===== src/design/tse_pkg.sv =====
// Shared widths, control bundle and reciprocal table for the Taylor sine evaluator.
package tse_pkg;

    localparam int ANGLE_W  = 32;
    localparam int CFG_W    = 4;
    localparam int X2_W     = 35;
    localparam int RECIP_W  = 30;
    localparam int F_W      = 32;
    localparam int LO_W     = 36;
    localparam int TERM_W   = 47;
    localparam int FULL_W   = 52;
    localparam int ACC_W    = 53;
    localparam int SINE_W   = 48;
    localparam int MA_W     = 35;
    localparam int MB_W     = 32;
    localparam int PROD_W   = MA_W + MB_W;

    localparam logic [CFG_W-1:0]  TERM_COUNT_RESET = 4'd5;
    localparam logic [TERM_W-1:0] TERM_LIMIT       = {TERM_W{1'b1}};
    localparam logic [SINE_W-1:0] SUM_HIGH         = {1'b0, {(SINE_W-1){1'b1}}};
    localparam logic [SINE_W-1:0] SUM_LOW          = {1'b1, {(SINE_W-1){1'b0}}};

    typedef struct packed {
        logic             accept;
        logic             sq;
        logic             x2;
        logic             lo;
        logic             hi;
        logic             acc;
        logic             finish;
        logic [CFG_W-1:0] k;
    } t_ctrl;

    // Rounded Q0.32 reciprocal of (2k)(2k+1)
    function automatic logic [RECIP_W-1:0] recip(input logic [CFG_W-1:0] k);
        logic [RECIP_W-1:0] r;
        unique case (k)
            4'd1:    r = 30'd715827883;
            4'd2:    r = 30'd214748365;
            4'd3:    r = 30'd102261126;
            4'd4:    r = 30'd59652324;
            4'd5:    r = 30'd39045157;
            4'd6:    r = 30'd27531842;
            4'd7:    r = 30'd20452225;
            4'd8:    r = 30'd15790321;
            4'd9:    r = 30'd12558384;
            default: r = '0;
        endcase
        return r;
    endfunction

endpackage


===== src/design/tse_mult.sv =====
// Shared unsigned multiplier with registered product.
module tse_mult (
    input  logic                      i_clk,
    input  logic [tse_pkg::MA_W-1:0]  i_a,
    input  logic [tse_pkg::MB_W-1:0]  i_b,
    output logic [tse_pkg::PROD_W-1:0] o_prod
);

    logic [tse_pkg::PROD_W-1:0] r_prod;

    always_ff @(posedge i_clk) begin
        r_prod <= tse_pkg::PROD_W'(i_a) * tse_pkg::PROD_W'(i_b);
    end

    assign o_prod = r_prod;

endmodule


===== src/design/tse_seq.sv =====
// Sequencer stepping the shared multiplier through square, factor and term products.
module tse_seq #(
    parameter int MAX_TERMS = 10
) (
    input  logic                        i_clk,
    input  logic                        i_rst_n,
    input  logic                        i_in_valid,
    input  logic                        i_out_free,
    input  logic [tse_pkg::CFG_W-1:0]   i_term_count,
    output logic                        o_in_ready,
    output tse_pkg::t_ctrl              o_ctrl
);

    localparam logic [2:0] ST_IDLE = 3'd0;
    localparam logic [2:0] ST_SQ   = 3'd1;
    localparam logic [2:0] ST_X2   = 3'd2;
    localparam logic [2:0] ST_LO   = 3'd3;
    localparam logic [2:0] ST_HI   = 3'd4;
    localparam logic [2:0] ST_ACC  = 3'd5;
    localparam logic [2:0] ST_DONE = 3'd6;

    localparam logic [tse_pkg::CFG_W-1:0] N_MAX = tse_pkg::CFG_W'(MAX_TERMS);
    localparam logic [tse_pkg::CFG_W-1:0] ONE   = tse_pkg::CFG_W'(1);

    logic [2:0]                r_state, n_state;
    logic [tse_pkg::CFG_W-1:0] r_k, n_k;
    logic [tse_pkg::CFG_W-1:0] r_n, n_n;
    logic [tse_pkg::CFG_W-1:0] clamped;
    logic                      accept;
    logic                      last;

    always_comb begin
        priority if (i_term_count == '0) begin
            clamped = ONE;
        end else if (i_term_count > N_MAX) begin
            clamped = N_MAX;
        end else begin
            clamped = i_term_count;
        end
    end

    assign accept = (r_state == ST_IDLE) && i_in_valid;
    assign last   = (r_k == r_n - ONE);

    always_comb begin
        n_state = r_state;
        n_k     = r_k;
        n_n     = r_n;
        unique case (r_state)
            ST_IDLE: begin
                if (i_in_valid) begin
                    n_n     = clamped;
                    n_k     = ONE;
                    n_state = (clamped == ONE) ? ST_DONE : ST_SQ;
                end
            end
            ST_SQ:  n_state = ST_X2;
            ST_X2:  n_state = ST_LO;
            ST_LO:  n_state = ST_HI;
            ST_HI:  n_state = ST_ACC;
            ST_ACC: begin
                if (last) begin
                    n_state = ST_DONE;
                end else begin
                    n_k     = r_k + ONE;
                    n_state = ST_LO;
                end
            end
            ST_DONE: begin
                if (i_out_free) begin
                    n_state = ST_IDLE;
                end
            end
            default: n_state = ST_IDLE;
        endcase
    end

    always_ff @(posedge i_clk) begin
        if (!i_rst_n) begin
            r_state <= ST_IDLE;
            r_k     <= ONE;
            r_n     <= ONE;
        end else begin
            r_state <= n_state;
            r_k     <= n_k;
            r_n     <= n_n;
        end
    end

    assign o_in_ready    = (r_state == ST_IDLE);
    assign o_ctrl.accept = accept;
    assign o_ctrl.sq     = (r_state == ST_SQ);
    assign o_ctrl.x2     = (r_state == ST_X2);
    assign o_ctrl.lo     = (r_state == ST_LO);
    assign o_ctrl.hi     = (r_state == ST_HI);
    assign o_ctrl.acc    = (r_state == ST_ACC);
    assign o_ctrl.finish = (r_state == ST_DONE) && i_out_free;
    assign o_ctrl.k      = r_k;

endmodule


===== src/design/taylor_sine_evaluator.sv =====
// Top level of the Taylor sine evaluator: handshakes, datapath registers and result stage.
//
//   channel   direction  handshake                 payload
//   in        request    i_in_valid / o_in_ready   i_angle
//   out       result     o_out_valid / i_out_ready o_sine_value, o_saturated
//   cfg       write      i_cfg_we                  i_cfg_data (term count)
//
// The single multiplier squares the angle, scales the square and then issues three products
// per term after the first; a request with one term goes straight to the result.
// The block accepts one request at a time; the result register frees it for the next.
// A result held by a stalled consumer blocks only the finishing step.
// Reset restores a term count of five and empties the result register.
module taylor_sine_evaluator #(
    parameter int MAX_TERMS = 10
) (
    input  logic                              i_clk,
    input  logic                              i_rst_n,
    input  logic                              i_in_valid,
    output logic                              o_in_ready,
    input  logic signed [tse_pkg::ANGLE_W-1:0] i_angle,
    output logic                              o_out_valid,
    input  logic                              i_out_ready,
    output logic signed [tse_pkg::SINE_W-1:0] o_sine_value,
    output logic                              o_saturated,
    input  logic                              i_cfg_we,
    input  logic [tse_pkg::CFG_W-1:0]         i_cfg_data
);

    tse_pkg::t_ctrl                     ctrl;
    logic [tse_pkg::CFG_W-1:0]          r_term_count;
    logic [tse_pkg::ANGLE_W-1:0]        r_mag;
    logic                               r_neg;
    logic [tse_pkg::X2_W-1:0]           r_x2;
    logic [tse_pkg::F_W-1:0]            r_f;
    logic [tse_pkg::LO_W-1:0]           r_lo;
    logic [tse_pkg::TERM_W-1:0]         r_t;
    logic signed [tse_pkg::ACC_W-1:0]   r_sum;
    logic                               r_tsat;
    logic                               r_out_valid;
    logic [tse_pkg::SINE_W-1:0]         r_sine;
    logic                               r_sat;

    logic [tse_pkg::ANGLE_W-1:0]        mag;
    logic signed [tse_pkg::ACC_W-1:0]   mag_ext;
    logic [tse_pkg::MA_W-1:0]           mul_a;
    logic [tse_pkg::MB_W-1:0]           mul_b;
    logic [tse_pkg::PROD_W-1:0]         prod;
    logic [tse_pkg::FULL_W-1:0]         term_full;
    logic [tse_pkg::TERM_W-1:0]         term_clip;
    logic                               term_ovf;
    logic signed [tse_pkg::ACC_W-1:0]   term_ext;
    logic signed [tse_pkg::ACC_W-1:0]   sum_next;
    logic                               sum_ovf;
    logic [tse_pkg::SINE_W-1:0]         sine_clip;
    logic                               out_free;

    assign out_free = !r_out_valid || i_out_ready;

    tse_seq #(
        .MAX_TERMS (MAX_TERMS)
    ) u_seq (
        .i_clk        (i_clk),
        .i_rst_n      (i_rst_n),
        .i_in_valid   (i_in_valid),
        .i_out_free   (out_free),
        .i_term_count (r_term_count),
        .o_in_ready   (o_in_ready),
        .o_ctrl       (ctrl)
    );

    tse_mult u_mult (
        .i_clk  (i_clk),
        .i_a    (mul_a),
        .i_b    (mul_b),
        .o_prod (prod)
    );

    assign mag     = i_angle[tse_pkg::ANGLE_W-1] ? (~i_angle + 1'b1) : i_angle;
    assign mag_ext = tse_pkg::ACC_W'(mag);

    always_comb begin
        mul_a = '0;
        mul_b = '0;
        priority if (ctrl.sq) begin
            mul_a = tse_pkg::MA_W'(r_mag);
            mul_b = r_mag;
        end else if (ctrl.x2) begin
            mul_a = prod[62:28];
            mul_b = tse_pkg::MB_W'(tse_pkg::recip(tse_pkg::CFG_W'(1)));
        end else if (ctrl.lo) begin
            mul_a = tse_pkg::MA_W'(r_t[31:0]);
            mul_b = prod[63:32];
        end else if (ctrl.hi) begin
            mul_a = tse_pkg::MA_W'(r_t[tse_pkg::TERM_W-1:32]);
            mul_b = r_f;
        end else if (ctrl.acc) begin
            mul_a = r_x2;
            mul_b = tse_pkg::MB_W'(tse_pkg::recip(ctrl.k + 1'b1));
        end
    end

    assign term_full = {1'b0, prod[46:0], 4'b0} + tse_pkg::FULL_W'(r_lo);
    assign term_ovf  = (term_full[tse_pkg::FULL_W-1:tse_pkg::TERM_W] != '0);
    assign term_clip = term_ovf ? tse_pkg::TERM_LIMIT : term_full[tse_pkg::TERM_W-1:0];
    assign term_ext  = tse_pkg::ACC_W'(term_clip);
    assign sum_next  = (r_neg ^ ctrl.k[0]) ? (r_sum - term_ext) : (r_sum + term_ext);

    assign sum_ovf   = !((&r_sum[tse_pkg::ACC_W-1:tse_pkg::SINE_W-1]) ||
                         (~|r_sum[tse_pkg::ACC_W-1:tse_pkg::SINE_W-1]));
    assign sine_clip = sum_ovf ? (r_sum[tse_pkg::ACC_W-1] ? tse_pkg::SUM_LOW : tse_pkg::SUM_HIGH)
                               : r_sum[tse_pkg::SINE_W-1:0];

    always_ff @(posedge i_clk) begin
        if (!i_rst_n) begin
            r_term_count <= tse_pkg::TERM_COUNT_RESET;
            r_out_valid  <= 1'b0;
        end else begin
            if (i_cfg_we) begin
                r_term_count <= i_cfg_data;
            end
            if (ctrl.finish) begin
                r_out_valid <= 1'b1;
            end else if (i_out_ready) begin
                r_out_valid <= 1'b0;
            end
        end
    end

    always_ff @(posedge i_clk) begin
        if (ctrl.accept) begin
            r_mag  <= mag;
            r_neg  <= i_angle[tse_pkg::ANGLE_W-1];
            r_t    <= tse_pkg::TERM_W'(mag);
            r_sum  <= i_angle[tse_pkg::ANGLE_W-1] ? -mag_ext : mag_ext;
            r_tsat <= 1'b0;
        end
        if (ctrl.x2) begin
            r_x2 <= prod[62:28];
        end
        if (ctrl.lo) begin
            r_f <= prod[63:32];
        end
        if (ctrl.hi) begin
            r_lo <= prod[63:28];
        end
        if (ctrl.acc) begin
            r_t    <= term_clip;
            r_sum  <= sum_next;
            r_tsat <= r_tsat | term_ovf;
        end
        if (ctrl.finish) begin
            r_sine <= sine_clip;
            r_sat  <= r_tsat | sum_ovf;
        end
    end

    assign o_out_valid  = r_out_valid;
    assign o_sine_value = r_sine;
    assign o_saturated  = r_sat;

`ifndef SYNTH
    a_busy_after_accept: assert property (@(posedge i_clk) disable iff (!i_rst_n)
        ctrl.accept |=> !o_in_ready)
        else $error("request taken while previous one still in work");

    a_finish_loads_result: assert property (@(posedge i_clk) disable iff (!i_rst_n)
        ctrl.finish |=> o_out_valid)
        else $error("finished sum not presented");

    a_one_step: assert property (@(posedge i_clk) disable iff (!i_rst_n)
        $onehot0({ctrl.accept, ctrl.sq, ctrl.x2, ctrl.lo, ctrl.hi, ctrl.acc, ctrl.finish}))
        else $error("multiplier claimed by two steps");

    a_term_order: assert property (@(posedge i_clk) disable iff (!i_rst_n)
        ctrl.hi |=> ctrl.acc)
        else $error("term product not accumulated");
`endif

endmodule

===== config.mk =====
export PLATFORM = sky130hd
export DESIGN_NAME = taylor_sine_evaluator
export DESIGN_NICKNAME = d
export VERILOG_FILES = /design/src/design/tse_pkg.sv /design/src/design/tse_mult.sv /design/src/design/tse_seq.sv /design/src/design/taylor_sine_evaluator.sv
export SDC_FILE = /design/constraint.sdc
export NUM_CORES = 2
export LEC_CHECK = 0
export ABC_AREA = 1
export BUFFER_PORTS_ARGS = -buffer_cell sky130_fd_sc_hd__buf_2
export CAP_MARGIN = 20
export CORE_ASPECT_RATIO = 1.2
export CORE_UTILIZATION = 55
export CTS_CLUSTER_DIAMETER = 120
export DETAILED_ROUTE_END_ITERATION = 10
export GPL_TIMING_DRIVEN = 0
export PLACE_DENSITY = 0.71
export SKIP_LAST_GASP = 1
export SYNTH_ARGS = -nofsm -noshare
export SYNTH_HDL_FRONTEND = slang
export SYNTH_HIERARCHICAL = 1
export SYNTH_SLANG_ARGS = --single-unit

===== constraint.sdc =====
create_clock -name i_clk -period 30.1 [get_ports i_clk]
set_input_delay 1.505 -clock i_clk [delete_from_list [all_inputs] [get_ports i_clk]]
set_output_delay 1.505 -clock i_clk [all_outputs]
set_load 0.02 [all_outputs]

==> metrics <==
Residual DRC=0; # resized after CTS=0; data required time of the critical path=roughly 30000 ps; FP Rows=~130; gpl congestion=~1.1; hold slack=slightly below 500 ps; Tot GR Track Use=0.486; setup violators final=0; grt total ovfl=0; Clock Path Buffers=3; Critical Path Max Stage Delay=about 1100 ps; Syn. warnings=6; Final Cycle Share=0.418; layout cells sized above 1=0.0572; Initial Util=0.558; die width=about 300 um; Syn Nets=9622; DRT Pass-1 Iters=9; syn avg cell area=between 7 and 8 um^2; most frequent CP cell=fa_1; Worst slew margin=0.0804; Storage cell area=roughly 10000 um^2; initial drt markers=roughly 6500; clock-pin slew on the worst setup and hold paths=~70 ps; Post-Syn Area=62300 um^2; Setup WS pre-CTS=18250 ps; Worst Path Max Fanout=10; synth-to-layout area growth=7.81%; Hold WC Path Type=flop to flop; Final min period=12580 ps; Die Span Y=~370 um; vias per cell=roughly 5.7; global-route wire length before repair=between 300 and 400 mm; CTS Hold Bufs=0; TNS Setup=0 ps; RSZ-0062 raised after global routing=false; initial antenna violation count=14; Crit path max-delay family=adder cells; DP HPWL=between 200 and 250 mm; worst skew pair latency=roughly 600 ps; clock skew=32.6 ps; largest net degree at the start of global routing=67; data arrival time of the critical path=between 10000 and 15000 ps; Layout fillers=10500; io pins=between 90 and 100; Worst Max-Slew Pin Slew=1380 ps; Routed WL=about 270 mm; final worst slack=between 15000 and 20000 ps; Detail Route Antenna Nets=0; CTS Buf Count=39; Slowest cell on crit path=a21oi_1; fin nets=9837; outcome=completed; TritonCTS clock tree=done; final hold violation count=0; core area=about 110000 um^2; Multi-input gate area=around 43000 um^2; DIE AREA=115000 um^2; Clock Sinks=around 370; Root Buffer=clkbuf_16; post-CTS setup buffers=0; # port buffers=91; drt wl/cell=27.4 um; total number of vias=around 57000; max-slew violation count=0; vias in the first global route=57200; max cap viols=0; cell count after synthesis=about 8200; critical path launch point type=flop; WS Path Type=flop to flop; Worst setup EP type=flop; htree depth=2; WP buf/inv=11; Max Freq=0.0795 GHz
[stage by stage]
| stage | instances | cell area (um^2) | utilization |
|---|---|---|---|
| 6_report | 9995 | 67100 | 0.601 |
| 5_1_grt | 9986 | 67100 | 0.601 |
| 4_1_cts | 9971 | 66900 | 0.599 |
| 3_5_place_dp | 9900 | 65600 | 0.587 |
| 3_3_place_gp | 9832 | 64600 | 0.579 |
| 2_1_floorplan | 8245 | 62300 | - |
[area by class of cell]
class,instances,share of cell area
multi-input cells,5382,0.636
flip-flops and latches,366,0.152
inverters,2174,0.122
well taps,1496,0.0279
repair buffers,174,0.0234
plain buffers,323,0.0193
clock buffers,46,0.0152
clock inverters,25,0.00472
diodes,9,0.000335
[registers in the layout, summed over array words and instances (netlist names), 32 cells and up]
register,count
r_t,47
r_x2,35
r_lo,36
o_sine_value,48
r_sum,53
u_mult/o_prod,64
r_mag,32
r_f,32
[cell usage in the layout, fill, tap and decap left out, types with 12 or more instances in the layout]
cell type	count
nor3_1	34
o21bai_1	27
xnor2_1	40
xor2_1	107
nand2_2	47
nand3_1	207
ha_1	349
a21oi_1	240
a31oi_1	22
o211ai_1	27
buf_6	20
buf_1	15
buf_8	42
dfxtp_1	80
nor3_2	16
o21ai_0	173
edfxtp_1	286
inv_2	45
nor2_1	369
nor2_4	24
nor2_2	47
fa_1	987
clkbuf_1	295
a22oi_1	12
o21ai_1	28
buf_4	19
o311ai_0	13
clkbuf_16	39
nand4_1	38
nand2_1	2433
inv_1	2125
a41oi_1	14
buf_2	96
[worst min-delay path: cells and delay by family, from the launching register on]
family,cells,cell delay [ps]
compound gates,1,60
simple gates,1,70
flops,1,320
[routing by layer]
metal	part of all wire	GRT usage	wire, um	vias to the layer above
met3	0.11	0.132	30000	1173
met4	0.11	0.436	31200	6
met2	0.44	0.754	121000	3627
met1	0.33	0.549	91100	27900
met5	0.00018	0.00127	48	-
li1	-	-	-	24700
[worst paths after layout]
path	startpoint	end	slack, ps	cells after the start
hold / removal	u_seq/r_n[1]	u_seq/r_n[1]	490	2
setup reg to reg	u_seq/r_state[0]	u_mult/o_prod[47]	17520	36
hold reg to reg	u_seq/r_n[1]	u_seq/r_n[1]	490	2
setup / recovery	u_seq/r_state[0]	u_mult/o_prod[47]	17520	36
Power is left out: the tool's default activity adds up to more than one toggle a clock period on the data nets, which glitch-free logic cannot reach.
